==> src/rtl/rbr_pkg.sv <==
// Shared widths, types and constant tables of the relative bearing and range block.
`default_nettype none
package rbr_pkg;

    // Coordinate width of the position fields
    localparam int COORD_BITS      = 24;
    // CORDIC steps done on the bearing (at most the table length)
    localparam int ATAN_ITERATIONS = 16;

    localparam int HEAD_W   = 16;
    localparam int TAG_W    = 16;
    localparam int RANGE_W  = 25;
    localparam int BEAR_W   = 16;
    localparam int MAXD_W   = 25;
    localparam int MAXD_RESET = 1000000;

    // Input packing, lowest bits first
    localparam int IN_W      = 6 * COORD_BITS + 2 * HEAD_W + TAG_W;
    localparam int S_TDATA_W = ((IN_W + 7) / 8) * 8;
    localparam int OFS_OX    = 0;
    localparam int OFS_OY    = OFS_OX + COORD_BITS;
    localparam int OFS_OZ    = OFS_OY + COORD_BITS;
    localparam int OFS_HX    = OFS_OZ + COORD_BITS;
    localparam int OFS_HY    = OFS_HX + HEAD_W;
    localparam int OFS_TX    = OFS_HY + HEAD_W;
    localparam int OFS_TY    = OFS_TX + COORD_BITS;
    localparam int OFS_TZ    = OFS_TY + COORD_BITS;
    localparam int OFS_TAG   = OFS_TZ + COORD_BITS;
    localparam int S_TUSER_W = 2;
    localparam int USR_HAS_ID = 0;
    localparam int USR_FOUND  = 1;

    // Output packing, lowest bits first
    localparam int OUT_W     = TAG_W + RANGE_W + BEAR_W;
    localparam int M_TDATA_W = ((OUT_W + 7) / 8) * 8;

    // Datapath widths
    localparam int DIFF_W = COORD_BITS + 1;
    localparam int SQ_W   = 2 * DIFF_W;
    localparam int SUM_W  = SQ_W + 2;
    localparam int MAX2_W = 2 * MAXD_W;
    localparam int RAD_W  = 2 * RANGE_W;
    localparam int REM_W  = RANGE_W + 2;
    localparam int PROD_W = HEAD_W + DIFF_W;
    localparam int DOT_W  = PROD_W + 1;
    localparam int ROT_W  = DOT_W + 1;
    localparam int NORM_PRE  = 30;
    localparam int NORM_W    = ROT_W + NORM_PRE;
    localparam int NORM_STEPS = 6;
    localparam int CW     = 36;
    localparam int ZW     = 28;
    localparam int ANGLE_SCALE_LOG = 12;

    localparam int ATAN_TABLE_LEN = 24;
    localparam int CORDIC_STEPS = (ATAN_ITERATIONS < ATAN_TABLE_LEN) ?
                                  ATAN_ITERATIONS : ATAN_TABLE_LEN;

    // Latencies after the front stages
    localparam int SQRT_LAT  = RANGE_W;
    localparam int ANGLE_LAT = 1 + NORM_STEPS + CORDIC_STEPS + 1;
    localparam int BACK_LAT  = (SQRT_LAT > ANGLE_LAT) ? SQRT_LAT : ANGLE_LAT;
    localparam int SQRT_PAD  = BACK_LAT - SQRT_LAT;
    localparam int ANGLE_PAD = BACK_LAT - ANGLE_LAT;
    localparam int FRONT_LAT = 4;

    localparam logic signed [ZW-1:0] Z_QUARTER = ZW'(9000 * 4096);
    localparam logic signed [ZW-1:0] Z_ROUND   = ZW'(2048);
    localparam logic signed [BEAR_W-1:0] BEAR_MAX = BEAR_W'(18000);
    localparam logic signed [BEAR_W-1:0] BEAR_MIN = -BEAR_W'(18000);

    typedef logic [ZW-1:0] atan_rom_t [ATAN_TABLE_LEN];
    localparam atan_rom_t ATAN_UNITS = '{
        ZW'(18432000), ZW'(10881045), ZW'(5749245), ZW'(2918407),
        ZW'(1464867),  ZW'(733147),   ZW'(366663),  ZW'(183343),
        ZW'(91673),    ZW'(45837),    ZW'(22918),   ZW'(11459),
        ZW'(5730),     ZW'(2865),     ZW'(1432),    ZW'(716),
        ZW'(358),      ZW'(179),      ZW'(90),      ZW'(45),
        ZW'(22),       ZW'(11),       ZW'(6),       ZW'(3)
    };

    // Shift of each normalising stage: 32, 16, 8, 4, 2, 1
    function automatic int norm_shift(input int j);
        norm_shift = 1 << (NORM_STEPS - 1 - j);
    endfunction

    // What travels alongside each item
    typedef struct packed {
        logic             valid;
        logic [TAG_W-1:0] tag;
    } rbr_ctrl_t;

    // Bearing operands leaving the front stages
    typedef struct packed {
        logic signed [ROT_W-1:0] x;
        logic signed [ROT_W-1:0] y;
        logic signed [ZW-1:0]    z;
        logic                    zero;
    } rbr_vec_t;

endpackage
`default_nettype wire

==> src/rtl/rbr_sqrt.sv <==
// Pipelined integer square root, one result bit per stage.
`default_nettype none
module rbr_sqrt (
    input  wire logic                       aclk,
    input  wire logic                       en,
    input  wire logic [rbr_pkg::RAD_W-1:0]  rad,
    output logic [rbr_pkg::RANGE_W-1:0]     root
);
    import rbr_pkg::*;

    logic [RAD_W-1:0]   rad_reg  [SQRT_LAT+1];
    logic [REM_W-1:0]   rem_reg  [SQRT_LAT+1];
    logic [RANGE_W-1:0] root_reg [SQRT_LAT+1];

    assign rad_reg[0]  = rad;
    assign rem_reg[0]  = '0;
    assign root_reg[0] = '0;

    // One restoring step per stage
    for (genvar j = 0; j < SQRT_LAT; j++) begin : g_step
        logic [REM_W-1:0] rem_sh;
        logic [REM_W-1:0] trial;
        assign rem_sh = {rem_reg[j][REM_W-3:0], rad_reg[j][RAD_W-1 -: 2]};
        assign trial  = {root_reg[j], 2'b01};
        always_ff @(posedge aclk) begin
            if (en) begin
                rad_reg[j+1] <= {rad_reg[j][RAD_W-3:0], 2'b00};
                if (rem_sh >= trial) begin
                    rem_reg[j+1]  <= rem_sh - trial;
                    root_reg[j+1] <= {root_reg[j][RANGE_W-2:0], 1'b1};
                end else begin
                    rem_reg[j+1]  <= rem_sh;
                    root_reg[j+1] <= {root_reg[j][RANGE_W-2:0], 1'b0};
                end
            end
        end
    end

    // Delay to match the bearing path
    if (SQRT_PAD > 0) begin : g_pad
        logic [RANGE_W-1:0] pad_reg [SQRT_PAD];
        always_ff @(posedge aclk) begin
            if (en) begin
                pad_reg[0] <= root_reg[SQRT_LAT];
                for (int k = 1; k < SQRT_PAD; k++) pad_reg[k] <= pad_reg[k-1];
            end
        end
        assign root = pad_reg[SQRT_PAD-1];
    end else begin : g_nopad
        assign root = root_reg[SQRT_LAT];
    end

endmodule
`default_nettype wire

==> config.mk <==
export PLATFORM = sky130hd
export DESIGN_NAME = rbr_sqrt
export DESIGN_NICKNAME = d
export VERILOG_FILES = /design/src/rtl/rbr_pkg.sv /design/src/rtl/rbr_sqrt.sv
export SDC_FILE = /design/constraint.sdc
export NUM_CORES = 2
export LEC_CHECK = 0
export BUFFER_PORTS_ARGS = -buffer_cell sky130_fd_sc_hd__clkbuf_2
export CORE_UTILIZATION = 25
export CTS_CLUSTER_DIAMETER = 60
export CTS_CLUSTER_SIZE = 40
export DETAILED_ROUTE_END_ITERATION = 8
export PLACE_DENSITY_LB_ADDON = 0.25
export SLEW_MARGIN = 40
export SYNTH_ARGS = -nofsm -noshare
export SYNTH_HDL_FRONTEND = slang
export SYNTH_SLANG_ARGS = --single-unit
==> constraint.sdc <==
create_clock -name aclk -period 5.2 [get_ports aclk]
set_clock_uncertainty 0.2 [all_clocks]
set_input_delay 1.3 -clock aclk [delete_from_list [all_inputs] [get_ports aclk]]
set_output_delay 1.3 -clock aclk [all_outputs]
set_load 0.005 [all_outputs]
Word level (Yosys, flattened, before mapping)
Cells that the tools add are included. W data, S select, Z words.

Flip-flop bits (word level): 1503. Bits of input ports: 52. Output and inout bits: 25. Word-level logic and storage cells: 172.

Muxes and demuxes: 49. $add $sub $neg: 24. $lt $le $gt $ge: 25.

Operator list (count): $mux W25 (23); $ge A27 B10 Y1 (1); $ge A27 B11 Y1 (1); $ge A27 B12 Y1 (1); $ge A27 B13 Y1 (1); $ge A27 B14 Y1 (1); $ge A27 B15 Y1 (1); $ge A27 B16 Y1 (1); $ge A27 B17 Y1 (1); $ge A27 B18 Y1 (1); $ge A27 B19 Y1 (1); $ge A27 B20 Y1 (1); $ge A27 B21 Y1 (1); $ge A27 B22 Y1 (1); $ge A27 B23 Y1 (1); $ge A27 B24 Y1 (1); $ge A27 B25 Y1 (1); $ge A27 B26 Y1 (1); $ge A27 B3 Y1 (1); $ge A27 B4 Y1 (1); $ge A27 B5 Y1 (1); $ge A27 B6 Y1 (1); $ge A27 B7 Y1 (1); $ge A27 B8 Y1 (1); 28 further kinds (52).

Longest topological paths before layout
Depth after elaboration: 2. Mapped depth: 14. Mapped depth without buffers: 12.

Least setup slack after synthesis
No wires, ideal clock.

Path type: register to register. From: register rem_reg (netlist bit g_step[11].rem_sh[5]). To: register rem_reg (netlist bit g_step[12].rem_sh[26]), data pin. Library setup time: 0.258 ns. Path buffers: 0. Cell stages (with the launch flop): 11. Period minus slack after synthesis: 3.186 ns. Setup slack: 2.014 ns. Data required time: 4.742 ns. Data arrival time: 2.728 ns. Cells stage by stage: edfxtp_1 ha_1 a21o_1 a21o_1 and2_1 nor3_1 a2bb2oi_1 a21oi_1 or3_4 or4_1 xnor2_1.

Cells in the longest elaborated chain, start to end: 2. Elaborated cells on any way between the ends: 3. Those cells by class: 1 x add/sub; 1 x order compare; 1 x mux.

RTL lines: start, declared (line rbr_sqrt.sv:12) `logic [REM_W-1:0] rem_reg [SQRT_LAT+1];`; start signal, assigned by index (line rbr_sqrt.sv:29) `rem_reg[j+1] <= rem_sh - trial;`; start signal, assigned by index (line rbr_sqrt.sv:32) `rem_reg[j+1] <= rem_sh;`; $sub A25 B13 Y25 / $ge A27 B13 Y1 (equally long branches) (line rbr_sqrt.sv:29, rbr_sqrt.sv:28); $mux W25 * (line rbr_sqrt.sv:28) `if (rem_sh >= trial) begin`.

Every way passes the cells marked *; elsewhere a longest branch is shown, timed or not. A chain may end at the register's enable or synchronous reset.

Worst setup path after layout
From: register rem_reg (netlist bit g_step[19].rem_sh[6]). To: register rem_reg (netlist bit g_step[20].rem_sh[18]), data pin.

Cells in the longest elaborated chain, start to end: 2. Elaborated cells on any way between the ends: 3. Those cells by class: 1 x add/sub; 1 x order compare; 1 x mux.

RTL lines (line): $sub A25 B21 Y25 / $ge A27 B21 Y1 (equally long branches) (rbr_sqrt.sv:29, rbr_sqrt.sv:28); $mux W25 * (rbr_sqrt.sv:28).

Marks and branches as above.

==> results_dict.tcl <==
set metrics [dict create \
    h-tree-depth 4 \
    place_hpwl_mm 88.1 \
    p_leak_nw 29.2 \
    path_max_fanout 18 \
    worstSetupPathType "reg2reg" \
    synth_area_mm2 0.0678 \
    synth-main-ff-cell "edfxtp_1" \
    critical_path_arrival_ps 4400 \
    synth_fa_ha_area_share_pct 6.44 \
    whs_ps 177 \
    cts_buffers 147 \
    maxCapViolCount 0 \
    dp_cells 8714 \
    setup_viol 0 \
    power_density_mw_per_mm2 420 \
    post-cts-setup-buffers 0 \
    cts_buffer_depth 4 \
    avgSynthCellArea_um2 13.3 \
    synthSimpleGateAreaFrac_pct 9.16 \
    placed_cell_area_mm2 0.0729 \
    cts_tree "yes" \
    required_ps 5520 \
    num_vias 38400 \
    grt_antenna_before_repair 2 \
    globalplace.congestion 0.865 \
    min_path_type "reg2reg" \
    period_share_pct 78.4 \
    cts.repair.resized 0 \
    outcome "completed" \
    synth_common_cells "edfxtp_1 (1479), inv_1 (442), ha_1 (349)" \
    synth_edf_count 1479 \
    top_level_ports 77 \
    synth-compound-area-share_pct 9.15 \
    grt_usage_pct 9.01 \
    min_period_ps 4080 \
    antenna_left 0 \
    synth-async-reset-ratio_pct 0 \
    worstSetupEndpointType "flip-flop" \
    fmax_mhz 245 \
    finalNonFillerCells 8979 \
    design_area_mm2 0.0779 \
    multiInputGateArea_mm2 0.0215 \
    syn_inst 5117 \
    post_drt_wl_per_cell_um 14.1 \
    cts-root-buf "clkbuf_16" \
    ctsHoldBuffers 0 \
    drv_slew 0 \
    tightest_slew_ps 922 \
    dieHeight_um 523 \
    initial_core_util_pct 25.2 \
    ir_drop_v 0.000258 \
    finalHoldViolations 0 \
    yosys-mux-area-fraction_pct 1.22 \
    coreArea_mm2 0.269 \
    dp_slack_ps 1170 \
    fin_util_pct 29.0 \
    rsz0062_at_grt "no" \
    viasPerCell 4.27 \
    drive_gt1_share_pct 9.35 \
    p_total_mw 32.7 \
    finalWorstSetupSlack_ps 1120 \
    finalNetCount 5712 \
    drc_errors 0 \
    synth_top_area_cell "edfxtp_1" \
    die_w_um 523 \
    clk_pin_slew_ps 90 \
    dieArea_mm2 0.273 \
    slew_headroom_pct 37.8 \
    grt_max_degree 150 \
    synthMostInstantiatedCell "edfxtp_1" \
    firstDrtPassIters 5 \
    synth_top_area_share_pct 65.5 \
    synth_top_family_by_area "simple AND/OR/NAND/NOR gates" \
    synth_cell_types 90 \
    clkLatencyLatePin_ps 830 \
    seq_area_frac_synth_pct 65.5 \
    start_kind "flip-flop" \
    synth_seq_cells 1479 \
    holdPathStages 0 \
    grt_pass1_wl_mm 201 \
    syn-num-nets 5518 \
    cts.sinks 1479 \
    rows 190 \
    drt_iter0_markers 2102 \
    synth_area_leaders "edfxtp_1 (65%), ha_1 (6.4%), xor2_1 (2.9%)" \
    wl_mm 127 \
    ff_latch_area_mm2 0.0444 \
    grt_pass1_vias 38000 \
    fill_cells 26900 \
    largest_reg_flops 602 \
    grt_remaining_overflow 0 \
    setup-tns-final_ps 0 \
    yosysWarnings 0 \
    syn_to_final_growth_pct 14.8 \
    reg2reg_depth 10 \
    synth_xor_area_share_pct 5.63 \
    port_buffers 76 \
]
## cell type report
class | count | share of cell area [%]
Antenna cell | 2 | 0.00643
Timing Repair Buffer | 122 | 1.18
Sequential cell | 1479 | 57.0
Tap cell | 3552 | 5.71
Inverter | 443 | 2.13
Clock inverter | 108 | 1.52
Clock buffer | 155 | 4.84
Multi-Input combinational cell | 3118 | 27.6
## report_power, final
group | total (mW) | leakage [nW] | internal (mW) | switching, mW
clock network | 10.9 | 2.40 | 5.76 | 5.19
logic | 5.98 | 12.7 | 2.64 | 3.34
registers | 15.8 | 14.2 | 15.0 | 0.841
total | 32.7 | 29.2 | 23.4 | 9.37
## routing by layer
layer | share of wire (%) | GRT usage, % | routed length, um
met1 | 45 | 11.2 | 57600
met2 | 47 | 15.1 | 59300
met3 | 3.9 | 1.66 | 4990
met4 | 3.8 | 3.98 | 4800
met5 | 0 | 0 | 0
## cell families after synthesis
logic type               Yosys count
AO/OA/AOI/OAI                   1007
multiplexers                      75
AND/OR/NAND/NOR                 1250
buffers and inverters            520
flip-flops                      1479
adder cells (fa/ha/maj)          349
XOR/XNOR                         436
other                              1
## layout by cell type, fill, tap and decap left out, types with 22 or more instances in the layout
master / netlist / final
a211oi_1: 25 / 25
a21o_1: 111 / 111
a21oi_1: 344 / 344
a31oi_1: 24 / 24
and2_1: 22 / 22
buf_4: 0 / 32
clkbuf_16: 0 / 150
clkbuf_2: 0 / 75
edfxtp_1: 1479 / 1479
ha_1: 349 / 349
inv_1: 442 / 442
mux2_2: 63 / 63
nand2_1: 313 / 313
nand2b_1: 70 / 68
nand3_1: 79 / 79
nand4_1: 55 / 55
nor2_1: 302 / 302
nor2b_1: 53 / 53
nor3_1: 120 / 118
nor4_1: 57 / 56
o21a_1: 59 / 59
o21ai_0: 251 / 250
o21bai_1: 22 / 22
o31ai_1: 28 / 28
or2_2: 30 / 30
or3_1: 45 / 45
or4_1: 23 / 23
xnor2_1: 208 / 208
xor2_1: 228 / 228
## path summary, 6_finish.rpt
kind | start | end | slack (ps)
max | g_step[19].rem_sh[6]$_DFFE_PP_ | g_step[20].rem_sh[18]$_DFFE_PP_ | 1120
min | rad_reg[976]$_DFFE_PP_ | rad_reg[928]$_DFFE_PP_ | 180
max reg2reg | g_step[19].rem_sh[6]$_DFFE_PP_ | g_step[20].rem_sh[18]$_DFFE_PP_ | 1120
min reg2reg | rad_reg[976]$_DFFE_PP_ | rad_reg[928]$_DFFE_PP_ | 180
## critical path, cell delays in order, from the launching register on
cell and delay [ps]:
edfxtp_1 410, ha_1 380, a21o_1 200, a221o_1 330, a221oi_1 580, a21oi_1 240, a21oi_1 190, nor2b_1 90
nor3b_4 550, buf_4 280, mux2_2 350
Power figures use the tool's default switching activity.
