==> src/rtl/rbr_pkg.sv <==
// Shared widths, types and constant tables of the relative bearing and range block.
`default_nettype none
package rbr_pkg;

    // Coordinate width of the position fields
    localparam int COORD_BITS      = 24;
    // CORDIC steps done on the bearing (at most the table length)
    localparam int ATAN_ITERATIONS = 16;

    localparam int HEAD_W   = 16;
    localparam int TAG_W    = 16;
    localparam int RANGE_W  = 25;
    localparam int BEAR_W   = 16;
    localparam int MAXD_W   = 25;
    localparam int MAXD_RESET = 1000000;

    // Input packing, lowest bits first
    localparam int IN_W      = 6 * COORD_BITS + 2 * HEAD_W + TAG_W;
    localparam int S_TDATA_W = ((IN_W + 7) / 8) * 8;
    localparam int OFS_OX    = 0;
    localparam int OFS_OY    = OFS_OX + COORD_BITS;
    localparam int OFS_OZ    = OFS_OY + COORD_BITS;
    localparam int OFS_HX    = OFS_OZ + COORD_BITS;
    localparam int OFS_HY    = OFS_HX + HEAD_W;
    localparam int OFS_TX    = OFS_HY + HEAD_W;
    localparam int OFS_TY    = OFS_TX + COORD_BITS;
    localparam int OFS_TZ    = OFS_TY + COORD_BITS;
    localparam int OFS_TAG   = OFS_TZ + COORD_BITS;
    localparam int S_TUSER_W = 2;
    localparam int USR_HAS_ID = 0;
    localparam int USR_FOUND  = 1;

    // Output packing, lowest bits first
    localparam int OUT_W     = TAG_W + RANGE_W + BEAR_W;
    localparam int M_TDATA_W = ((OUT_W + 7) / 8) * 8;

    // Datapath widths
    localparam int DIFF_W = COORD_BITS + 1;
    localparam int SQ_W   = 2 * DIFF_W;
    localparam int SUM_W  = SQ_W + 2;
    localparam int MAX2_W = 2 * MAXD_W;
    localparam int RAD_W  = 2 * RANGE_W;
    localparam int REM_W  = RANGE_W + 2;
    localparam int PROD_W = HEAD_W + DIFF_W;
    localparam int DOT_W  = PROD_W + 1;
    localparam int ROT_W  = DOT_W + 1;
    localparam int NORM_PRE  = 30;
    localparam int NORM_W    = ROT_W + NORM_PRE;
    localparam int NORM_STEPS = 6;
    localparam int CW     = 36;
    localparam int ZW     = 28;
    localparam int ANGLE_SCALE_LOG = 12;

    localparam int ATAN_TABLE_LEN = 24;
    localparam int CORDIC_STEPS = (ATAN_ITERATIONS < ATAN_TABLE_LEN) ?
                                  ATAN_ITERATIONS : ATAN_TABLE_LEN;

    // Latencies after the front stages
    localparam int SQRT_LAT  = RANGE_W;
    localparam int ANGLE_LAT = 1 + NORM_STEPS + CORDIC_STEPS + 1;
    localparam int BACK_LAT  = (SQRT_LAT > ANGLE_LAT) ? SQRT_LAT : ANGLE_LAT;
    localparam int SQRT_PAD  = BACK_LAT - SQRT_LAT;
    localparam int ANGLE_PAD = BACK_LAT - ANGLE_LAT;
    localparam int FRONT_LAT = 4;

    localparam logic signed [ZW-1:0] Z_QUARTER = ZW'(9000 * 4096);
    localparam logic signed [ZW-1:0] Z_ROUND   = ZW'(2048);
    localparam logic signed [BEAR_W-1:0] BEAR_MAX = BEAR_W'(18000);
    localparam logic signed [BEAR_W-1:0] BEAR_MIN = -BEAR_W'(18000);

    typedef logic [ZW-1:0] atan_rom_t [ATAN_TABLE_LEN];
    localparam atan_rom_t ATAN_UNITS = '{
        ZW'(18432000), ZW'(10881045), ZW'(5749245), ZW'(2918407),
        ZW'(1464867),  ZW'(733147),   ZW'(366663),  ZW'(183343),
        ZW'(91673),    ZW'(45837),    ZW'(22918),   ZW'(11459),
        ZW'(5730),     ZW'(2865),     ZW'(1432),    ZW'(716),
        ZW'(358),      ZW'(179),      ZW'(90),      ZW'(45),
        ZW'(22),       ZW'(11),       ZW'(6),       ZW'(3)
    };

    // Shift of each normalising stage: 32, 16, 8, 4, 2, 1
    function automatic int norm_shift(input int j);
        norm_shift = 1 << (NORM_STEPS - 1 - j);
    endfunction

    // What travels alongside each item
    typedef struct packed {
        logic             valid;
        logic [TAG_W-1:0] tag;
    } rbr_ctrl_t;

    // Bearing operands leaving the front stages
    typedef struct packed {
        logic signed [ROT_W-1:0] x;
        logic signed [ROT_W-1:0] y;
        logic signed [ZW-1:0]    z;
        logic                    zero;
    } rbr_vec_t;

endpackage
`default_nettype wire

==> src/rtl/rbr_cordic.sv <==
// Vectoring CORDIC stages, rounding and clamping of the bearing.
`default_nettype none
module rbr_cordic (
    input  wire logic                         aclk,
    input  wire logic                         en,
    input  wire logic signed [rbr_pkg::CW-1:0] in_x,
    input  wire logic signed [rbr_pkg::CW-1:0] in_y,
    input  wire logic signed [rbr_pkg::ZW-1:0] in_z,
    input  wire logic                          in_zero,
    output logic signed [rbr_pkg::BEAR_W-1:0]  bearing
);
    import rbr_pkg::*;

    logic signed [CW-1:0] x_reg [CORDIC_STEPS+1];
    logic signed [CW-1:0] y_reg [CORDIC_STEPS+1];
    logic signed [ZW-1:0] z_reg [CORDIC_STEPS+1];
    logic                 zero_reg [CORDIC_STEPS+1];

    assign x_reg[0]    = in_x;
    assign y_reg[0]    = in_y;
    assign z_reg[0]    = in_z;
    assign zero_reg[0] = in_zero;

    // Rotate towards the x axis, one step per stage
    for (genvar i = 0; i < CORDIC_STEPS; i++) begin : g_iter
        logic signed [CW-1:0] xs, ys;
        assign xs = x_reg[i] >>> i;
        assign ys = y_reg[i] >>> i;
        always_ff @(posedge aclk) begin
            if (en) begin
                if (y_reg[i] >= 0) begin
                    x_reg[i+1] <= x_reg[i] + ys;
                    y_reg[i+1] <= y_reg[i] - xs;
                    z_reg[i+1] <= z_reg[i] + $signed(ATAN_UNITS[i]);
                end else begin
                    x_reg[i+1] <= x_reg[i] - ys;
                    y_reg[i+1] <= y_reg[i] + xs;
                    z_reg[i+1] <= z_reg[i] - $signed(ATAN_UNITS[i]);
                end
                zero_reg[i+1] <= zero_reg[i];
            end
        end
    end

    // Round to centidegrees and clamp
    logic signed [ZW-1:0]     z_rnd;
    logic signed [BEAR_W-1:0] r;
    logic signed [BEAR_W-1:0] bear_next;
    logic signed [BEAR_W-1:0] bear_reg;

    assign z_rnd = z_reg[CORDIC_STEPS] + Z_ROUND;
    assign r     = BEAR_W'(z_rnd >>> ANGLE_SCALE_LOG);

    always_comb begin
        priority if (zero_reg[CORDIC_STEPS]) bear_next = '0;
        else if (r > BEAR_MAX)               bear_next = BEAR_MAX;
        else if (r < BEAR_MIN)               bear_next = BEAR_MIN;
        else                                 bear_next = r;
    end

    always_ff @(posedge aclk) begin
        if (en) bear_reg <= bear_next;
    end

    // Delay to match the range path
    if (ANGLE_PAD > 0) begin : g_pad
        logic signed [BEAR_W-1:0] pad_reg [ANGLE_PAD];
        always_ff @(posedge aclk) begin
            if (en) begin
                pad_reg[0] <= bear_reg;
                for (int k = 1; k < ANGLE_PAD; k++) pad_reg[k] <= pad_reg[k-1];
            end
        end
        assign bearing = pad_reg[ANGLE_PAD-1];
    end else begin : g_nopad
        assign bearing = bear_reg;
    end

endmodule
`default_nettype wire

==> config.mk <==
export PLATFORM = sky130hd
export DESIGN_NAME = rbr_cordic
export DESIGN_NICKNAME = d
export VERILOG_FILES = /design/src/rtl/rbr_pkg.sv /design/src/rtl/rbr_cordic.sv
export SDC_FILE = /design/constraint.sdc
export NUM_CORES = 2
export LEC_CHECK = 0
export BUFFER_PORTS_ARGS = -buffer_cell sky130_fd_sc_hd__buf_2
export CELL_PAD_IN_SITES_DETAIL_PLACEMENT = 0
export CELL_PAD_IN_SITES_GLOBAL_PLACEMENT = 1
export CORE_ASPECT_RATIO = 0.5
export CORE_MARGIN = 4
export CORE_UTILIZATION = 50
export CTS_CLUSTER_SIZE = 20
export DETAILED_ROUTE_END_ITERATION = 8
export PLACE_DENSITY = 0.86
export SYNTH_ARGS = -nofsm -noshare
export SYNTH_HDL_FRONTEND = slang
export SYNTH_SLANG_ARGS = --single-unit
==> constraint.sdc <==
create_clock -name aclk -period 16.7 [get_ports aclk]
set_clock_uncertainty 0.1 [all_clocks]
set_input_delay 1.67 -clock aclk [delete_from_list [all_inputs] [get_ports aclk]]
set_output_delay 1.67 -clock aclk [all_outputs]
set_load 0.02 [all_outputs]
== Yosys cells after proc, flatten, opt, wreduce, memory -nomap -nowiden ==
Memory sizes are Yosys's and may differ from the RTL's.
Cells that the tools add are included.
W data, S select, Z words.

* Flip-flop bits (word level): 1524
* Bits in latches: 0
* RAM bits: 16
* ROM bits: 0
* Output and inout port bits: 16
* Logic and storage cells: 224
* Memories: 1

* Add/sub/neg operators: 90
* Multiply operators: 0
* Div/mod/pow operators: 0
* Magnitude comparators: 18
* Equal/unequal tests: 0
* Shift-type cells: 0
* Muxes and demuxes: 49
* Bitwise logic cells: 0
* Reduce and logical (&&, ||, !) cells: 2

{| class="wikitable"
|+ Memory list
! memory !! words !! bits a word !! rd ports !! clocked after memory_dff !! wr ports !! line !! source
|-
| g_pad.pad_reg || 1 || 16 || 1 || 0 || 1 || rbr_cordic.sv:67 || <nowiki>logic signed [BEAR_W-1:0] pad_reg [ANGLE_PAD];</nowiki>
|}

{| class="wikitable"
|+ Operators by type and width
! operator !! count
|-
| $mux W36 || 29
|-
| $ge A36 B1 Y1 const B || 16
|-
| $mux W28 || 16
|-
| $add A36 B23 Y36 || 2
|-
| $add A36 B24 Y36 || 2
|-
| $add A36 B25 Y36 || 2
|-
| $add A36 B26 Y36 || 2
|-
| $add A36 B27 Y36 || 2
|-
| $add A36 B28 Y36 || 2
|-
| $add A36 B29 Y36 || 2
|-
| $add A36 B30 Y36 || 2
|-
| $add A36 B31 Y36 || 2
|-
| $add A36 B32 Y36 || 2
|-
| $add A36 B33 Y36 || 2
|-
| $add A36 B34 Y36 || 2
|-
| $add A36 B35 Y36 || 2
|-
| $sub A36 B23 Y36 || 2
|-
| $sub A36 B24 Y36 || 2
|-
| $sub A36 B25 Y36 || 2
|-
| $sub A36 B26 Y36 || 2
|-
| $sub A36 B27 Y36 || 2
|-
| $sub A36 B28 Y36 || 2
|-
| $sub A36 B29 Y36 || 2
|-
| $sub A36 B30 Y36 || 2
|-
| 48 further kinds || 56
|}

== Longest topological paths before layout ==
* Depth in word-level cells: 4
* Depth in mapped cells: 22
* Mapped depth without buffers: 22

== Least setup slack after synthesis ==
Ideal clock, no wire load.

* Kind: register to register
* Start: reg x_reg, in the netlist g_iter[2].xs[3]
* End: reg y_reg, in the netlist g_iter[3].ys[31], data pin
* Library setup time: 0.279 ns
* Arrival: 5.123 ns
* Setup slack: 11.197 ns
* Cell stages (with the launch flop): 19
* Period minus slack after synthesis: 5.503 ns
* Cells stage by stage: edfxtp_1 or3_4 or4_4 or4_1 or4_4 or3_1 or4_4 nand2_1 xor2_1 ha_1 clkbuf_1 a21o_1 a21o_1 a21o_1 a21o_1 a21o_1 a221oi_1 o21a_1 o311ai_0

* Longest elaborated chain between the ends: 2
* Elaborated cells between the ends (all ways): 3

{| class="wikitable"
|+ RTL lines
! element !! line !! source
|-
| from (decl) || rbr_cordic.sv:14 || <nowiki>logic signed [CW-1:0] x_reg [CORDIC_STEPS+1];</nowiki>
|-
| from (signal, indexed assignment) || rbr_cordic.sv:32 || <nowiki>x_reg[i+1] <= x_reg[i] + ys;</nowiki>
|-
| from (signal, indexed assignment) || rbr_cordic.sv:36 || <nowiki>x_reg[i+1] <= x_reg[i] - ys;</nowiki>
|-
| $add A36 B34 Y36 or $sub A36 B34 Y36 (tied branches) || rbr_cordic.sv:37, rbr_cordic.sv:33 ||
|-
| $mux W36 * || rbr_cordic.sv:31 || <nowiki>if (y_reg[i] >= 0) begin</nowiki>
|-
| to (signal, indexed assignment) || rbr_cordic.sv:33 || <nowiki>y_reg[i+1] <= y_reg[i] - xs;</nowiki>
|-
| to (signal, indexed assignment) || rbr_cordic.sv:37 || <nowiki>y_reg[i+1] <= y_reg[i] + xs;</nowiki>
|-
| to (decl) || rbr_cordic.sv:15 || <nowiki>logic signed [CW-1:0] y_reg [CORDIC_STEPS+1];</nowiki>
|}

Mark *: on every way between the ends. The rest lies on a longest branch, timed or not.
A chain may end at the register's enable or synchronous reset.

== Worst setup path after layout ==
* Start: reg x_reg, in the netlist g_iter[7].xs[3]
* End: reg y_reg, in the netlist g_iter[8].ys[27], data pin

* Longest elaborated chain between the ends: 2
* Elaborated cells between the ends (all ways): 3

{| class="wikitable"
|+ RTL lines
! element !! line
|-
| $add A36 B29 Y36 or $sub A36 B29 Y36 (tied branches) || rbr_cordic.sv:37, rbr_cordic.sv:33
|-
| $mux W36 * || rbr_cordic.sv:31
|}

Marks and branches as above.

==> reports/metrics.yaml <==
floorplan:
  io_pins: 119
  die_area_sq_um: 261800
  num_rows: 130
  initial_utilization: 0.5034
  die_w_um: 719.6
  die_h_um: 363.8
  core_area_sq_um: 251500
synthesis:
  synthFlopType: "edfxtp_1"
  yosys_warnings: 0
  synth_edf_count: 1475
  syn_area_sq_um: 126600
  seq_area_frac_synth: 0.3499
  postSynthCellCount: 13180
  async_flop_share: 0
  synth_area_per_cell_sq_um: 9.603
  yosysUniqueCellTypes: 84
  ys_ff_latch: 1475
sta:
  worst_slew_pin_slew_ns: 1.051
  setup_viol: 0
  max_slew_margin: 0.2814
  fin_tns_setup_ns: 0
  max_freq_mhz: 167.7
  worst_slack_ns: 10.74
  drv_slew: 0
  period_share: 0.3570
  hold_violations: 0
  timing.final.crit_period_ns: 5.963
  rsz0062_at_grt: "no"
global_route:
  grt_use_total: 0.2258
  grt_pass1_vias: 93080
  antenna_found_initial: 0
  grt_max_degree: 186
  grt-ovfl-total: 0
  grt_pass1_wl_mm: 489.3
clock_network:
  cts_root_buf: "clkbuf_16"
  htreeDepth: 4
  cts.hold.buffers_added: 0
  numCtsBuffers: 161
  clk_pin_slew_ns: 0.07
  cts_sinks: 1475
  cts_tree: "built"
  cts_setup_buffers: 0
  cts_resized: 0
  ctsLongestPathBuffers: 4
  clk_latency_ns: 0.84
worst_setup_path:
  startpoint_type: "register"
  r2r_start: "g_iter[7].xs[3]"
  r2r_slack_ns: 10.74
  cp_data_required_time_ns: 17.18
  cp.arrival_ns: 6.44
  slowest_delay_ns: 0.60
  worstReg2RegEnd: "g_iter[8].ys[27]"
  critPathSlowestCell: "or4_1"
  r2r_cells: 20
  crit_chain: "or4_1 -> or4_1 -> or3_1 -> or2_2 -> or4_1 -> or4_1 -> o31ai_1 -> xor2_1 -> ha_1 -> a21o_1 -> a21oi_1 -> nor2_1 -> o21ai_0 -> nand2b_1 -> a21oi_1 -> nor2_1 -> a211oi_1 -> o21ai_0 -> a21oi_1 -> xnor2_1"
  critPathKind: "register to register"
  crit_path_max_fanout: 5
  crit_top_cell: "or4_1"
  worstSetupEndpoint: "g_iter[8].ys[27]"
  worstSetupEndpointType: "register"
  crit_start: "g_iter[7].xs[3]"
route:
  drc: 0
  viasPerCell: 5.750
  post_drt_wl_per_cell_um: 18.08
  wl_mm: 304.6
  dr.first_iter.drc_count: 5698
  vias: 96880
  drtPass1Iterations: 8
  ant_nets: 0
cells_and_area:
  drive_gt1_frac: 0.03813
  syn_to_final_growth_pct: 7.746
  largest_reg_flops: 433
  final_nets: 14980
  antenna-diode-count: 0
placed_design:
  place_ws_ns: 10.74
  place.gp.congestion: 0.9489
  hpwl_mm: 241.4
  io_buffers: 118
min_path:
  hold_class: "register to register"
  min_path_cells: 0
run:
  drv_cap: 0
status:
  status: "finished clean"
==> metal layers <==
layer | share of wire | wire length [um] | global-route usage | vias to the layer above
li1 | - | - | - | 49590
met1 | 0.44 | 132600 | 0.2766 | 45000
met2 | 0.49 | 149400 | 0.4083 | 1719
met3 | 0.031 | 9396 | 0.02333 | 573
met4 | 0.043 | 13200 | 0.08968 | 0
met5 | 0 | 0 | 0 | -
==> critical path, delay by kind of cell (launching register included) <==
family                     cells  cell delay, ns
xor gates and xnor gates       2            0.25
adders and majority gates      1            0.29
DFF                            1            0.45
AOI/OAI and AO/OA              8            1.62
and+or+nand+nor                9            3.01
==> cells in the final DEF, fill, tap and decap left out, drive strengths merged, types with 142 or more instances in the layout <==
cell	count
inv	543
clkbuf	197
nand2b	210
or3	142
xnor2	1231
o21bai	199
buf	159
nor3	234
o31ai	259
a21o	642
o21a	215
nand3	246
edfxtp	1475
nor2b	191
o21ai	806
nor2	956
ha	1474
a21oi	1182
nand2	775
xor2	704
==> area by class of cell <==
class	count	area, sq um
Fill cell	22670	115100
Multi-Input combinational cell	11020	79700
Sequential cell	1475	44290
Clock buffer	197	4292
Tap cell	3366	4212
Inverter	547	2053
Timing Repair Buffer	159	978.4
Clock inverter	85	872.1
==> per-stage QoR <==
stage          cells  hold slack, ns  utilization  cell area, sq um
4_1_cts        16850          0.3160       0.5424            136400
3_3_place_gp   16570          0.3002       0.5219            131200
5_1_grt        16850          0.3259       0.5424            136400
3_5_place_dp   16570          0.3045       0.5219            131200
6_report       16850          0.3132       0.5424            136400
2_1_floorplan  13260          0.3003            -            126900
==> logic make-up (layout without fill, tap and decap cells) <==
family | count (synthesis) | count (layout) | synth area share
AO/OA/AOI/OAI | 4090 | 4090 | 0.2078
XOR/XNOR | 1935 | 1935 | 0.1339
adder cells (fa/ha/maj) | 1516 | 1516 | 0.1523
buffers and inverters | 767 | 988 | 0.02282
flip-flops | 1475 | 1475 | 0.3499
multiplexers | 44 | 44 | 0.003479
other | 1 | 78 | 0.00002962
AND/OR/NAND/NOR | 3355 | 3355 | 0.1298
==> worst min path at each step <==
stage,endpoint,from
global route,zero_reg[8],zero_reg[9]
detailed placement,zero_reg[6],zero_reg[7]
CTS,zero_reg[6],zero_reg[7]
global placement,zero_reg[13],zero_reg[14]
finish,zero_reg[6],zero_reg[7]
floorplan,g_pad.pad_reg[0][0],bear_reg[0]
==> cell usage after synthesis (all sizes together) (246+ instances only) <==
library cell  instances  area share
nand2               775       0.023
inv                 542       0.016
a21o                642       0.038
o21ai               806       0.032
xor2                704       0.049
o31ai               259       0.015
nor2                956       0.028
edfxtp             1475        0.35
nand3               246      0.0097
ha                 1474        0.15
a21oi              1182       0.047
xnor2              1231       0.085
Power is not shown: default switching activity piles up to over one toggle a cycle in this logic, so the estimate is an artifact.
