## config.mk

```make
export PLATFORM = sky130hd
export DESIGN_NAME = rbr_norm
export DESIGN_NICKNAME = d
export VERILOG_FILES = /design/src/rtl/rbr_pkg.sv /design/src/rtl/rbr_norm.sv
export SDC_FILE = /design/constraint.sdc
export NUM_CORES = 1
export LEC_CHECK = 0
export BUFFER_PORTS_ARGS = -buffer_cell sky130_fd_sc_hd__buf_2
export CORE_UTILIZATION = 45
export CTS_BUF_LIST = sky130_fd_sc_hd__clkbuf_16
export DETAILED_ROUTE_END_ITERATION = 12
export SYNTH_ARGS = -nofsm -noshare
export SYNTH_HDL_FRONTEND = slang
export SYNTH_SLANG_ARGS = --single-unit
```

## constraint.sdc

```tcl
create_clock -name aclk -period 5 [get_ports aclk]
set_input_delay 0.5 -clock aclk [delete_from_list [all_inputs] [get_ports aclk]]
set_output_delay 0.5 -clock aclk [all_outputs]
set_load 0.02 [all_outputs]
```

## src/rtl/rbr_pkg.sv

```systemverilog
// Shared widths, types and constant tables of the relative bearing and range block.
`default_nettype none
package rbr_pkg;

    // Coordinate width of the position fields
    localparam int COORD_BITS      = 24;
    // CORDIC steps done on the bearing (at most the table length)
    localparam int ATAN_ITERATIONS = 16;

    localparam int HEAD_W   = 16;
    localparam int TAG_W    = 16;
    localparam int RANGE_W  = 25;
    localparam int BEAR_W   = 16;
    localparam int MAXD_W   = 25;
    localparam int MAXD_RESET = 1000000;

    // Input packing, lowest bits first
    localparam int IN_W      = 6 * COORD_BITS + 2 * HEAD_W + TAG_W;
    localparam int S_TDATA_W = ((IN_W + 7) / 8) * 8;
    localparam int OFS_OX    = 0;
    localparam int OFS_OY    = OFS_OX + COORD_BITS;
    localparam int OFS_OZ    = OFS_OY + COORD_BITS;
    localparam int OFS_HX    = OFS_OZ + COORD_BITS;
    localparam int OFS_HY    = OFS_HX + HEAD_W;
    localparam int OFS_TX    = OFS_HY + HEAD_W;
    localparam int OFS_TY    = OFS_TX + COORD_BITS;
    localparam int OFS_TZ    = OFS_TY + COORD_BITS;
    localparam int OFS_TAG   = OFS_TZ + COORD_BITS;
    localparam int S_TUSER_W = 2;
    localparam int USR_HAS_ID = 0;
    localparam int USR_FOUND  = 1;

    // Output packing, lowest bits first
    localparam int OUT_W     = TAG_W + RANGE_W + BEAR_W;
    localparam int M_TDATA_W = ((OUT_W + 7) / 8) * 8;

    // Datapath widths
    localparam int DIFF_W = COORD_BITS + 1;
    localparam int SQ_W   = 2 * DIFF_W;
    localparam int SUM_W  = SQ_W + 2;
    localparam int MAX2_W = 2 * MAXD_W;
    localparam int RAD_W  = 2 * RANGE_W;
    localparam int REM_W  = RANGE_W + 2;
    localparam int PROD_W = HEAD_W + DIFF_W;
    localparam int DOT_W  = PROD_W + 1;
    localparam int ROT_W  = DOT_W + 1;
    localparam int NORM_PRE  = 30;
    localparam int NORM_W    = ROT_W + NORM_PRE;
    localparam int NORM_STEPS = 6;
    localparam int CW     = 36;
    localparam int ZW     = 28;
    localparam int ANGLE_SCALE_LOG = 12;

    localparam int ATAN_TABLE_LEN = 24;
    localparam int CORDIC_STEPS = (ATAN_ITERATIONS < ATAN_TABLE_LEN) ?
                                  ATAN_ITERATIONS : ATAN_TABLE_LEN;

    // Latencies after the front stages
    localparam int SQRT_LAT  = RANGE_W;
    localparam int ANGLE_LAT = 1 + NORM_STEPS + CORDIC_STEPS + 1;
    localparam int BACK_LAT  = (SQRT_LAT > ANGLE_LAT) ? SQRT_LAT : ANGLE_LAT;
    localparam int SQRT_PAD  = BACK_LAT - SQRT_LAT;
    localparam int ANGLE_PAD = BACK_LAT - ANGLE_LAT;
    localparam int FRONT_LAT = 4;

    localparam logic signed [ZW-1:0] Z_QUARTER = ZW'(9000 * 4096);
    localparam logic signed [ZW-1:0] Z_ROUND   = ZW'(2048);
    localparam logic signed [BEAR_W-1:0] BEAR_MAX = BEAR_W'(18000);
    localparam logic signed [BEAR_W-1:0] BEAR_MIN = -BEAR_W'(18000);

    typedef logic [ZW-1:0] atan_rom_t [ATAN_TABLE_LEN];
    localparam atan_rom_t ATAN_UNITS = '{
        ZW'(18432000), ZW'(10881045), ZW'(5749245), ZW'(2918407),
        ZW'(1464867),  ZW'(733147),   ZW'(366663),  ZW'(183343),
        ZW'(91673),    ZW'(45837),    ZW'(22918),   ZW'(11459),
        ZW'(5730),     ZW'(2865),     ZW'(1432),    ZW'(716),
        ZW'(358),      ZW'(179),      ZW'(90),      ZW'(45),
        ZW'(22),       ZW'(11),       ZW'(6),       ZW'(3)
    };

    // Shift of each normalising stage: 32, 16, 8, 4, 2, 1
    function automatic int norm_shift(input int j);
        norm_shift = 1 << (NORM_STEPS - 1 - j);
    endfunction

    // What travels alongside each item
    typedef struct packed {
        logic             valid;
        logic [TAG_W-1:0] tag;
    } rbr_ctrl_t;

    // Bearing operands leaving the front stages
    typedef struct packed {
        logic signed [ROT_W-1:0] x;
        logic signed [ROT_W-1:0] y;
        logic signed [ZW-1:0]    z;
        logic                    zero;
    } rbr_vec_t;

endpackage
`default_nettype wire

```

## src/rtl/rbr_norm.sv

```systemverilog
// Scales the bearing vector so its larger magnitude lies in [2^30, 2^31).
`default_nettype none
module rbr_norm (
    input  wire logic                      aclk,
    input  wire logic                      en,
    input  rbr_pkg::rbr_vec_t              in_vec,
    output logic signed [rbr_pkg::CW-1:0]  out_x,
    output logic signed [rbr_pkg::CW-1:0]  out_y,
    output logic signed [rbr_pkg::ZW-1:0]  out_z,
    output logic                           out_zero
);
    import rbr_pkg::*;

    logic signed [NORM_W-1:0] x_reg [NORM_STEPS+1];
    logic signed [NORM_W-1:0] y_reg [NORM_STEPS+1];
    logic [NORM_W-1:0]        m_reg [NORM_STEPS+1];
    logic signed [ZW-1:0]     z_reg [NORM_STEPS+1];
    logic                     zero_reg [NORM_STEPS+1];

    logic [ROT_W-1:0] ax, ay, m0;

    assign ax = (in_vec.x < 0) ? ROT_W'(-in_vec.x) : ROT_W'(in_vec.x);
    assign ay = (in_vec.y < 0) ? ROT_W'(-in_vec.y) : ROT_W'(in_vec.y);
    assign m0 = (ax > ay) ? ax : ay;

    // Exact pre-scale by 2^30, then floor shifts bring the magnitude down
    always_ff @(posedge aclk) begin
        if (en) begin
            x_reg[0]    <= NORM_W'(in_vec.x) <<< NORM_PRE;
            y_reg[0]    <= NORM_W'(in_vec.y) <<< NORM_PRE;
            m_reg[0]    <= NORM_W'(m0) << NORM_PRE;
            z_reg[0]    <= in_vec.z;
            zero_reg[0] <= in_vec.zero;
        end
    end

    // Shift only while the shifted magnitude stays at or above 2^30
    for (genvar j = 0; j < NORM_STEPS; j++) begin : g_shift
        localparam int SH = norm_shift(j);
        logic big;
        assign big = |m_reg[j][NORM_W-1:30+SH];
        always_ff @(posedge aclk) begin
            if (en) begin
                x_reg[j+1]    <= big ? (x_reg[j] >>> SH) : x_reg[j];
                y_reg[j+1]    <= big ? (y_reg[j] >>> SH) : y_reg[j];
                m_reg[j+1]    <= big ? (m_reg[j] >> SH) : m_reg[j];
                z_reg[j+1]    <= z_reg[j];
                zero_reg[j+1] <= zero_reg[j];
            end
        end
    end

    assign out_x    = CW'(x_reg[NORM_STEPS]);
    assign out_y    = CW'(y_reg[NORM_STEPS]);
    assign out_z    = z_reg[NORM_STEPS];
    assign out_zero = zero_reg[NORM_STEPS];

endmodule
`default_nettype wire

```

Yosys cells after proc, flatten, opt, wreduce, memory -nomap -nowiden

Memories as Yosys holds them, arrays and structs flattened.
Cells that the tools add are included.

Add/sub/neg operators: 2
$mul: 0
Div/mod/pow operators: 0
Magnitude comparators: 3
Equal/unequal tests: 0
Shift operators: 0
Muxes and demuxes: 23
Bitwise gates (word level): 0
Reduce and logical (&&, ||, !) cells: 6

Operator list:

| cell                  | number |
|---|---|
| $mux W72              | 12 |
| $mux W73              | 6 |
| $mux W43              | 3 |
| $lt A43 B1 Y1 const B | 2 |
| $neg A43 Y43          | 2 |
| $gt A43 B43 Y1        | 1 |
| $reduce_or A42 Y1     | 1 |
| $reduce_or A41 Y1     | 1 |
| $reduce_or A39 Y1     | 1 |
| $reduce_or A35 Y1     | 1 |
| $reduce_or A27 Y1     | 1 |
| $reduce_or A11 Y1     | 1 |
| $mux W1               | 2 |

Bits in registers: 0
Latch bits: 0
Bits in writable memories: 1,736
Bits in read-only memories: 0
Input port bits: 117
Output and inout bits: 101
Logic and storage cells: 39
Memories kept: 5

Memories:

| memory   | depth | width | read ports | clocked after memory_dff | write ports | RTL line       | source |
|---|---|---|---|---|---|---|---|
| m_reg    | 7     | 73    | 6          | 0                        | 7           | rbr_norm.sv:16 | `logic [NORM_W-1:0] m_reg [NORM_STEPS+1];` |
| x_reg    | 7     | 73    | 7          | 0                        | 7           | rbr_norm.sv:14 | `logic signed [NORM_W-1:0] x_reg [NORM_STEPS+1];` |
| y_reg    | 7     | 73    | 7          | 0                        | 7           | rbr_norm.sv:15 | `logic signed [NORM_W-1:0] y_reg [NORM_STEPS+1];` |
| z_reg    | 7     | 28    | 7          | 0                        | 7           | rbr_norm.sv:17 | `logic signed [ZW-1:0] z_reg [NORM_STEPS+1];` |
| zero_reg | 7     | 1     | 7          | 0                        | 7           | rbr_norm.sv:18 | `logic zero_reg [NORM_STEPS+1];` |

Depth between registers and ports, before layout

Gate-level depths: netlist of run 1.

Depth after elaboration: 4
Gate-level depth with buffers: 17
Depth with buffers taken out: 16

Worst setup path before layout of run 1

OpenSTA, ideal clock, no wires.

Kind: input port to flip-flop
Start: input port in_vec[85] (netlist name)
End: memory m_reg[0][31] (netlist name), data pin
Library setup time: 0.279 ns
Arrival: 4.743 ns
Required time: 4.721 ns
Path slack: -0.021 ns
Cell stages on the path: 15
Path buffers: 2
Path through: or4_4 -> or3_4 -> or4_1 -> buf_2 -> or4_4 -> o21ai_0 -> xor2_1 -> inv_1 -> ha_1 -> nand4_1 -> nor4_1 -> mux2i_1 -> a21oi_1 -> clkbuf_1 -> mux2i_1

RTL lines:

| item            | RTL line       | source |
|---|---|---|
| start, declared | rbr_norm.sv:6  | `input rbr_pkg::rbr_vec_t in_vec,` |
| end, declared   | rbr_norm.sv:16 |  |

==> flow_summary.yaml, run 1 <==
logic_synthesis:
  synthFlopType: "edfxtp_1"
  synth_cell_types: 43
  synthTopCellsByArea: "edfxtp_1, mux2_2, clkbuf_1"
  async_reset_ff_share_pct: 0
  synth_seq_cells: 1087
  synth-edff-count: 1087
  synth_seq_area_share_pct: 75.8
  synth_largest_area_cell: "edfxtp_1"
  synth_area_um2: 43100
  synth-warning-count: 0
  synth_cells: 2450
  avgSynthCellArea_um2: 17.6
  synth_top_area_share_pct: 75.8
  synth_common_cells: "edfxtp_1, mux2_2, clkbuf_1"
  synth_most_common_cell: "edfxtp_1"
timing:
  fin_skew_ps: 27.5
  worst_hold_slack_ps: 59.6
  finalSetupViolCount: 0
  finalCritPeriodShare_pct: 96.6
  slew_violations: 0
  finalHoldViolCount: 0
  fin_crit_ps: 4830
  slew_headroom_pct: 31.9
  tns_ps: 0
  rsz0062_at_grt: "false"
  worst_slew_pin_slew_ps: 1020
  timing.fmax_mhz: 207
outcome:
  status: "finished, final reports clean"
cts:
  cts_tree: "yes"
  clk_path_buf_depth: 3
  clkSinkCount: 1087
  numCtsBuffers: 109
  clk_pin_slew_ps: 60
  cts_max_level: 3
  insertion_delay_ps: 680
  clockRootBuffer: "clkbuf_16"
layout:
  final_nets: 2921
  postLayoutCoreUtil_pct: 52.7
  area_growth_pct: 16.0
  fin_area_um2: 50000
  drive_gt1_share_pct: 32.7
  fill_cells: 7543
route:
  drt_iter0_markers: 1415
  vias: 20500
  avgRoutedWirePerCell_um: 20.4
  drc: 0
  via_per_inst: 4.99
  routed_wl_mm: 83.8
  drtPass1Iterations: 5
  ant_nets: 0
global_routing:
  grt_usage_pct: 17.2
  antenna_found_initial: 11
  first_global_vias: 21200
  overflow: 0
  grt_pass1_wl_mm: 128
  grt_max_degree: 200
setup_path:
  crit_required_ps: 5370
  r2r_end: "x_reg[3][30]"
  reg2reg_setup_slack_ps: 1820
  r2r-start: "m_reg[2][67]"
  rr_worst_depth: 5
  critPathCaptureType: "flop"
  cp.arrival_ps: 5200
  crit_fanout: 7
  crit_type: "primary input to flop"
  cp-start-kind: "primary input"
placed_design:
  place_area_um2: 46100
  gp_congestion: 0.914
  portBuffers: 217
  place_hpwl_mm: 58.5
pwr:
  p_leak_nw: 17.9
  ir_worst_vdd_mv: 0.273
  cellPowerDensity_nw_per_um2: 405
flow_run:
  max_cap_viol_count: 0
floorplan:
  die_y_um: 311
  row_count: 113
  start_util_pct: 45.4
  die-area_um2: 96900
  fp.dieW_um: 311
  core_area_um2: 94900
  io_pins: 218
min_path:
  hold_depth: 1
  min-delay-start: "in_vec[61]"
  hold_end: "y_reg[0][62]"
  min_path_type: "primary input to flop"
## layer usage
metal	global-route usage, %	vias up	wire, um
li1	-	9890	-
met1	22.8	10000	37400
met2	28.6	440	40400
met3	3.23	159	3680
met4	5.87	16	2220
met5	0	-	95
## worst max path at each step
stage	startpoint	to	slack [ps]	cells after the start
after floorplan	in_vec[85]	m_reg[0][31]	-20	15
after global placement	in_vec[92]	m_reg[0][38]	-210	18
after detailed placement	in_vec[100]	m_reg[0][34]	-280	18
after CTS	in_vec[56]	m_reg[0][34]	70	17
after global routing	in_vec[56]	m_reg[0][34]	10	18
final	in_vec[56]	m_reg[0][31]	170	18
## cell families after synthesis
kind of cell	share of synthesized area (%)
muxes	12.3
buffers and inverters	2.09
DFF	75.8
other	0.00871
xor gates and xnor gates	1.63
AOI/OAI and AO/OA	2.01
adders and majority gates	1.31
and+or+nand+nor	4.82
## area by class of cell
class | count | area, um^2 | area share (%)
multi-input combinational | 1164 | 9750 | 19.5
inverter | 47 | 176 | 0.353
sequential | 1087 | 32600 | 65.3
clock buffer | 110 | 2750 | 5.51
timing repair buffer | 350 | 2280 | 4.57
antenna | 1 | 2.50 | 0.00501
clock inverter | 89 | 763 | 1.53
tap | 1265 | 1580 | 3.17
## power by group
group	switching [W]	total, W	internal, W	leakage (nW)
combinational	0.000750	0.00129	0.000539	5.43
clock	0.00335	0.00792	0.00457	1.79
sequential	0.000265	0.0110	0.0108	10.7
total	0.00436	0.0202	0.0159	17.9
## what timing repair did
action,4_1_cts,5_1_grt
endpoints found under the hold margin,30,0
endpoints found under the setup margin,0,42
setup buffers,0,1
resized for setup,0,8
hold buffers,30,0
## metrics by stage
stage | setup WS [ps] | cells | total power, W
4_1_cts | 75.0 | 4111 | 0.0205
3_5_place_dp | -282 | 3882 | 0.0125
2_1_floorplan | -21.3 | 2490 | 0.0118
5_1_grt | 14.2 | 4113 | 0.0210
3_3_place_gp | -215 | 3882 | 0.0125
6_report | 172 | 4113 | 0.0202
## worst max-delay path, cell delays in order
cell and delay [ps]:
dlygate4sd3_1 530, buf_2 140, or3_1 380, or4_1 460, or3_1 370, or3_4 410
or4_4 570, ha_1 310, nand4_1 170, nor2_1 70, a221oi_1 280, o211ai_1 180
nor3_1 170, buf_4 150, a21oi_4 60, buf_12 160, buf_4 170, mux2i_1 140
## cells in the final DEF (no fill, tap or decap), drive strengths merged, types with 45 or more instances in the layout
| cell type | instances |
|---|---|
| ha | 45 |
| nand2 | 148 |
| inv | 73 |
| buf | 320 |
| mux2 | 433 |
| nor4 | 53 |
| edfxtp | 1087 |
| clkinv | 47 |
| nor2b | 61 |
| clkbuf | 110 |
| xor2 | 74 |
Note: power is estimated with default switching activity, not from simulation.
==> inputs of run 2 (changes only) <==
==> constraint.sdc (replaced) <==
create_clock -name aclk -period 4.2 [get_ports aclk]
set_input_delay 0.42 -clock aclk [delete_from_list [all_inputs] [get_ports aclk]]
set_output_delay 0.42 -clock aclk [all_outputs]
set_load 0.02 [all_outputs]
==> run 2 against run 1 <==
  * The flow now finishes with violations (negative setup slack)
  * Cell count up 4.2%
  * Via count increased by 3.5%
  * Worst setup slack got worse by 370 ps
  * Global-route usage rose by 0.23 points
  * Cell area grew 3.3%
  * Hold slack worse by 21 ps
  * Count of clock-buffer cells in the layout fell by 2
  * Register-to-register slack got worse by 620 ps
  * Sequential power rose by 19%
  * Largest power group unchanged
==> flow_summary.yaml, run 2 (synthesized netlist as in run 1, its figures left out) <==
timing:
  fin_crit_ps: 4400
  worst_slew_pin_slew_ps: 944
  fin_skew_ps: 33.9
  finalHoldViolCount: 0
  timing.fmax_mhz: 227
  worst_hold_slack_ps: 38.5
  rsz0062_at_grt: "true"
  timing.final.ws_setup_ps: -203
  finalCritPeriodShare_pct: 105
  finalSetupViolCount: 42
  slew_violations: 0
  slew_headroom_pct: 36.7
route:
  drtPass1Iterations: 5
  routed_wl_mm: 84.9
  ant_nets: 0
  via_per_inst: 4.96
  drt_iter0_markers: 1494
  vias: 21300
  drc: 0
  avgRoutedWirePerCell_um: 19.8
outcome:
  violations: "negative setup slack"
  status: "finished with violations"
layout:
  area_growth_pct: 19.8
  multi_input_area_um2: 9810
  fill_cells: 7469
  final_nets: 3088
  seqCellArea_um2: 32600
  layout_commonest_cell: "edfxtp_1"
  postLayoutCoreUtil_pct: 54.4
  drive_gt1_share_pct: 36.9
  layout_common_cells: "edfxtp_1, mux2_2, buf_4"
  fin_cells: 4287
setup_path:
  cp.arrival_ps: 4810
  crit_top_cell: "or4_4"
  cp_slowest_cell: "or4_4"
  crit_fanout: 4
  slowest_delay_ps: 560
  critPathCaptureType: "flop"
  cp_cell_sequence: "buf_6 -> or4_4 -> or3_4 -> or4_4 -> or4_4 -> o31ai_4 -> xor2_1 -> inv_1 -> ha_1 -> nand4_1 -> buf_4 -> nor3_2 -> nand2_1 -> o211ai_1 -> mux2i_1 -> a21oi_4 -> buf_4 -> mux2_4"
  crit_type: "primary input to flop"
  rr_worst_depth: 5
  reg2reg_setup_slack_ps: 1200
  cp-start-kind: "primary input"
  crit_required_ps: 4610
  r2r-start: "m_reg[3][68]"
  r2r_end: "y_reg[4][25]"
placed_design:
  place_hpwl_mm: 60.0
  portBuffers: 217
  numPlacedInstances: 4034
  post-place-ws_ps: -952
  gp_congestion: 0.910
global_routing:
  antenna_found_initial: 6
  first_global_vias: 21800
  overflow: 0
  grt_pass1_wl_mm: 130
  grt_max_degree: 165
  grt_usage_pct: 17.5
cts:
  cts_tree: "yes"
  clk_pin_slew_ps: 60
  cts_max_level: 3
  clockRootBuffer: "clkbuf_16"
  insertion_delay_ps: 690
  clk_path_buf_depth: 3
  numCtsBuffers: 108
  clkSinkCount: 1087
pwr:
  intPower_w: 0.0192
  power_frac_clock_pct: 39.1
  cellPowerDensity_nw_per_um2: 475
  p_seq_share_pct: 53.5
  switchingPower_w: 0.00528
  p_total_w: 0.0245
  power.share.switching_pct: 21.5
  share_comb_of_total_power_pct: 7.4
  p_leak_nw: 18.8
  ir_worst_vdd_mv: 0.357
floorplan:
  start_util_pct: 45.4
  core_area_um2: 94900
  fp.dieW_um: 311
  io_pins: 218
  row_count: 113
  die-area_um2: 96900
  die_y_um: 311
min_path:
  hold_end: "x_reg[0][44]"
  hold_depth: 2
  min-delay-start: "in_vec[86]"
  min_path_type: "primary input to flop"
flow_run:
  max_cap_viol_count: 0
[run 2: cell types whose count changed in the layout (fill, tap and decap cells not counted), moves of 4 or more]
| cell | delta |
|---|---|
| buf_4 | +145 |
| inv_1 | -6 |
| diode_2 | +4 |
| buf_6 | +4 |
| clkinv_1 | -4 |
| mux2i_2 | +5 |
| dlygate4sd3_1 | +9 |
| mux2i_1 | -5 |
| buf_12 | +7 |
| clkinv_2 | +8 |
[run 2: worst max path at each step]
stage          cells past startpoint   startpoint  slack [ps]           end
3_3_place_gp                      18   in_vec[85]        -910  m_reg[0][41]
2_1_floorplan                     16   in_vec[85]        -350  m_reg[0][31]
3_5_place_dp                      19  in_vec[100]        -950  m_reg[0][70]
6_report                          18   in_vec[85]        -200  m_reg[0][32]
5_1_grt                           19   in_vec[85]        -310  m_reg[0][68]
4_1_cts                           18   in_vec[85]        -140  m_reg[0][36]
[run 2: worst max-delay path, delay by kind of cell]
family          cells  cell delay, ps
simple gates        7            2330
compound gates      3             590
buf+inv             4             500
mux                 2             460
fa+ha+maj           1             300
xor+xnor            1             200
[run 2: layer usage]
metal / GRT usage [%] / vias to the layer above / wire (um)
met5: 0 / - / 0
met4: 7.67 / 0 / 3380
met3: 3.38 / 183 / 3670
met2: 27.9 / 472 / 40100
met1: 23.3 / 10400 / 37700
li1: - / 10200 / -
[run 2: cell type report]
| class | count | area share (%) |
|---|---|---|
| Clock inverter | 93 | 1.75 |
| Clock buffer | 108 | 5.24 |
| Tap cell | 1265 | 3.07 |
| Antenna cell | 5 | 0.0243 |
| Inverter | 47 | 0.342 |
| Sequential cell | 1087 | 63.3 |
| Multi-Input combinational cell | 1164 | 19.0 |
| Timing Repair Buffer | 518 | 7.27 |
[run 2: per-stage QoR]
stage / TNS (ps) / cell area, um^2
3_5_place_dp: -38180 / 47300
5_1_grt: -11150 / 51600
3_3_place_gp: -37330 / 47300
4_1_cts: -4490 / 51500
6_report: -7000 / 51600
2_1_floorplan: -14500 / 43300
[run 2: repair_timing]
item | 4_1_cts | 5_1_grt
endpoints found under the setup margin | 42 | 42
buffers inserted | 4 | 2
cloned | 3 | 0
hold endpoints to repair | 39 | 0
hold buffers | 39 | 0
pin swaps | 4 | 1
gates resized for setup | 20 | 11
[run 2: power by group through the flow]
stage                     Combinational, W  Clock, W  Sequential [W]
after floorplan                   0.000742         0          0.0133
final                              0.00180   0.00959          0.0131
after global routing               0.00195    0.0102          0.0132
after global placement             0.00162         0          0.0133
after detailed placement           0.00165         0          0.0134
after CTS                          0.00180   0.00984          0.0131
==> inputs of run 3 (changes only) <==
--- a/config.mk
+++ b/config.mk
@@ -6,9 +6,11 @@
 export NUM_CORES = 1
 export LEC_CHECK = 0
 export BUFFER_PORTS_ARGS = -buffer_cell sky130_fd_sc_hd__buf_2
+export CORE_ASPECT_RATIO = 1.75
 export CORE_UTILIZATION = 45
 export CTS_BUF_LIST = sky130_fd_sc_hd__clkbuf_16
 export DETAILED_ROUTE_END_ITERATION = 12
+export PLACE_DENSITY = 0.73
 export SYNTH_ARGS = -nofsm -noshare
 export SYNTH_HDL_FRONTEND = slang
 export SYNTH_SLANG_ARGS = --single-unit
==> run 3 against run 2 <==
  * Utilization shrank 0.45 points
  * Cell area shrank 1.2%
  * First-iteration DRC count shrank 26%
  * Count of clock-buffer cells in the layout shrank 15
  * Largest power group unchanged
  * The flow still finishes with violations (negative setup slack)
  * Hold slack lost 0.69 ps
  * Critical path type unchanged
  * Non-clock buffer count grew 4
==> flow_summary.yaml, run 3 (synthesized netlist as in run 1, its figures left out) <==
outcome:
  status: "finished with violations"
  violations: "negative setup slack"
setup_path:
  cp_top_family: "simple AND/OR/NAND/NOR gates"
  cp-start-kind: "primary input"
  crit_fanout: 7
  crit_type: "primary input to flop"
  rr_worst_depth: 5
  crit_top_cell: "or4_4"
  cp_cell_sequence: "buf_6 -> or4_4 -> or3_4 -> or4_4 -> or4_4 -> or4_4 -> inv_2 -> ha_4 -> nand4_1 -> nor2_1 -> a221oi_2 -> o211ai_1 -> buf_4 -> nor3_4 -> a21oi_4 -> buf_6 -> clkbuf_16 -> mux2i_1"
  path_depth: 18
  reg2reg_setup_slack_ps: 1460
  cp.arrival_ps: 4770
  crit_required_ps: 4630
  cp_slowest_cell: "or4_4"
  r2r_end: "y_reg[1][39]"
  r2r-start: "m_reg[0][63]"
  slowest_delay_ps: 560
  critPathCaptureType: "flop"
  cp.buffers_inverters: 5
timing:
  finalSetupViolCount: 41
  tns_ps: -3240
  rsz0062_at_grt: "true"
  slew_headroom_pct: 30.1
  fin_skew_ps: 37.5
  worst_slew_pin_slew_ps: 1050
  timing.fmax_mhz: 230
  slew_violations: 0
  finalCritPeriodShare_pct: 103
  timing.final.ws_setup_ps: -146
  finalHoldViolCount: 0
  fin_crit_ps: 4350
cts:
  clk_path_buf_depth: 3
  clkSinkCount: 1087
  clk_pin_slew_ps: 70
  numCtsBuffers: 92
  clockRootBuffer: "clkbuf_16"
  cts_max_level: 3
  cts_tree: "yes"
  insertion_delay_ps: 680
placed_design:
  place_hpwl_mm: 58.7
  numPlacedInstances: 3972
  portBuffers: 217
  post-place-ws_ps: -938
  gp_congestion: 0.909
  place_area_um2: 47200
pwr:
  power.share.switching_pct: 21.6
  switchingPower_w: 0.00504
  share_comb_of_total_power_pct: 7.7
  p_leak_nw: 18.5
  p_seq_share_pct: 56.3
  intPower_w: 0.0183
  power_frac_clock_pct: 36.0
  cellPowerDensity_nw_per_um2: 458
  p_total_w: 0.0233
  ir_worst_vdd_mv: 0.362
layout:
  seqCellArea_um2: 32600
  drive_gt1_share_pct: 36.8
  layout_common_cells: "edfxtp_1, mux2_2, buf_4"
  layout_commonest_cell: "edfxtp_1"
  fin_area_um2: 51000
  fill_cells: 7276
  multi_input_area_um2: 9870
  area_growth_pct: 18.4
  final_nets: 3076
  fin_cells: 4199
min_path:
  hold_end: "y_reg[0][68]"
  min_path_type: "primary input to flop"
  min-delay-start: "in_vec[67]"
  hold_depth: 1
floorplan:
  core_area_um2: 94500
  start_util_pct: 45.5
  row_count: 149
  die_y_um: 411
  die-area_um2: 97000
  io_pins: 218
  fp.dieW_um: 236
route:
  ant_nets: 0
  routed_wl_mm: 82.6
  via_per_inst: 5.03
  avgRoutedWirePerCell_um: 19.7
  vias: 21100
  drt_iter0_markers: 1105
  drc: 0
  drtPass1Iterations: 5
global_routing:
  overflow: 0
  first_global_vias: 22200
  antenna_found_initial: 1
  grt_pass1_wl_mm: 127
  met2_usage_pct: 30.7
  grt_busiest_layer: "met2"
  grt_max_degree: 113
  grtUsageMet3_pct: 2.90
  grtUsageMet1_pct: 19.1
  grt_usage_pct: 17.1
flow_run:
  max_cap_viol_count: 0
==> run 3: cell types whose count changed in the layout (fill, tap and decap cells not counted), sizes merged <==
cell         previous run  this run
clkbuf                108        94
buf                   479       480
inv                    66        68
bufinv                 14         9
clkinv                 54        37
dlygate4sd3            39        41
clkinvlp                6        10
diode                   5         1
==> run 3: repair_timing <==
item                                   in CTS  in global routing
gates resized for setup                    15                 17
pin swaps                                  10                  5
buffers inserted                            8                  6
gates cloned                                2                  1
hold buffers                               41                  0
setup endpoints to repair                  42                 42
endpoints found under the hold margin      41                  0
==> run 3: area by class of cell <==
class | count | area share (%)
diodes | 1 | 0.00491
well taps | 1208 | 2.97
inverters | 47 | 0.346
clock inverters | 77 | 1.38
multi-input cells | 1164 | 19.4
clock buffers | 93 | 4.57
repair buffers | 522 | 7.32
flip-flops and latches | 1087 | 64.0
==> run 3: per-stage QoR <==
stage / utilization [%] / hold slack, ps
3_5_place_dp: 49.9 / 405
2_1_floorplan: - / 400
3_3_place_gp: 49.9 / 405
4_1_cts: 53.8 / 0.693
6_report: 53.9 / 37.8
5_1_grt: 53.9 / 10.0
==> run 3: per-layer routing <==
metal | vias to the layer above | share of wire (%)
met5 | - | 0
met4 | 0 | 5.1
met3 | 165 | 4.4
met2 | 557 | 52
met1 | 10200 | 39
li1 | 10100 | -
==> run 3: worst max path at each step <==
| stage | from | endpoint | slack (ps) |
|---|---|---|---|
| after floorplan | in_vec[85] | m_reg[0][31] | -350 |
| after global placement | in_vec[85] | m_reg[0][35] | -800 |
| after detailed placement | in_vec[85] | m_reg[0][68] | -940 |
| after CTS | in_vec[85] | m_reg[0][35] | -160 |
| after global routing | in_vec[92] | m_reg[0][51] | -320 |
| final | in_vec[92] | m_reg[0][46] | -150 |
==> run 3: power groups by stage <==
stage,clock (W),combinational [W],sequential (W)
after floorplan,0,0.000742,0.0133
after global placement,0,0.00161,0.0133
after detailed placement,0,0.00165,0.0134
after CTS,0.00863,0.00177,0.0131
after global routing,0.00899,0.00194,0.0132
final,0.00840,0.00180,0.0131
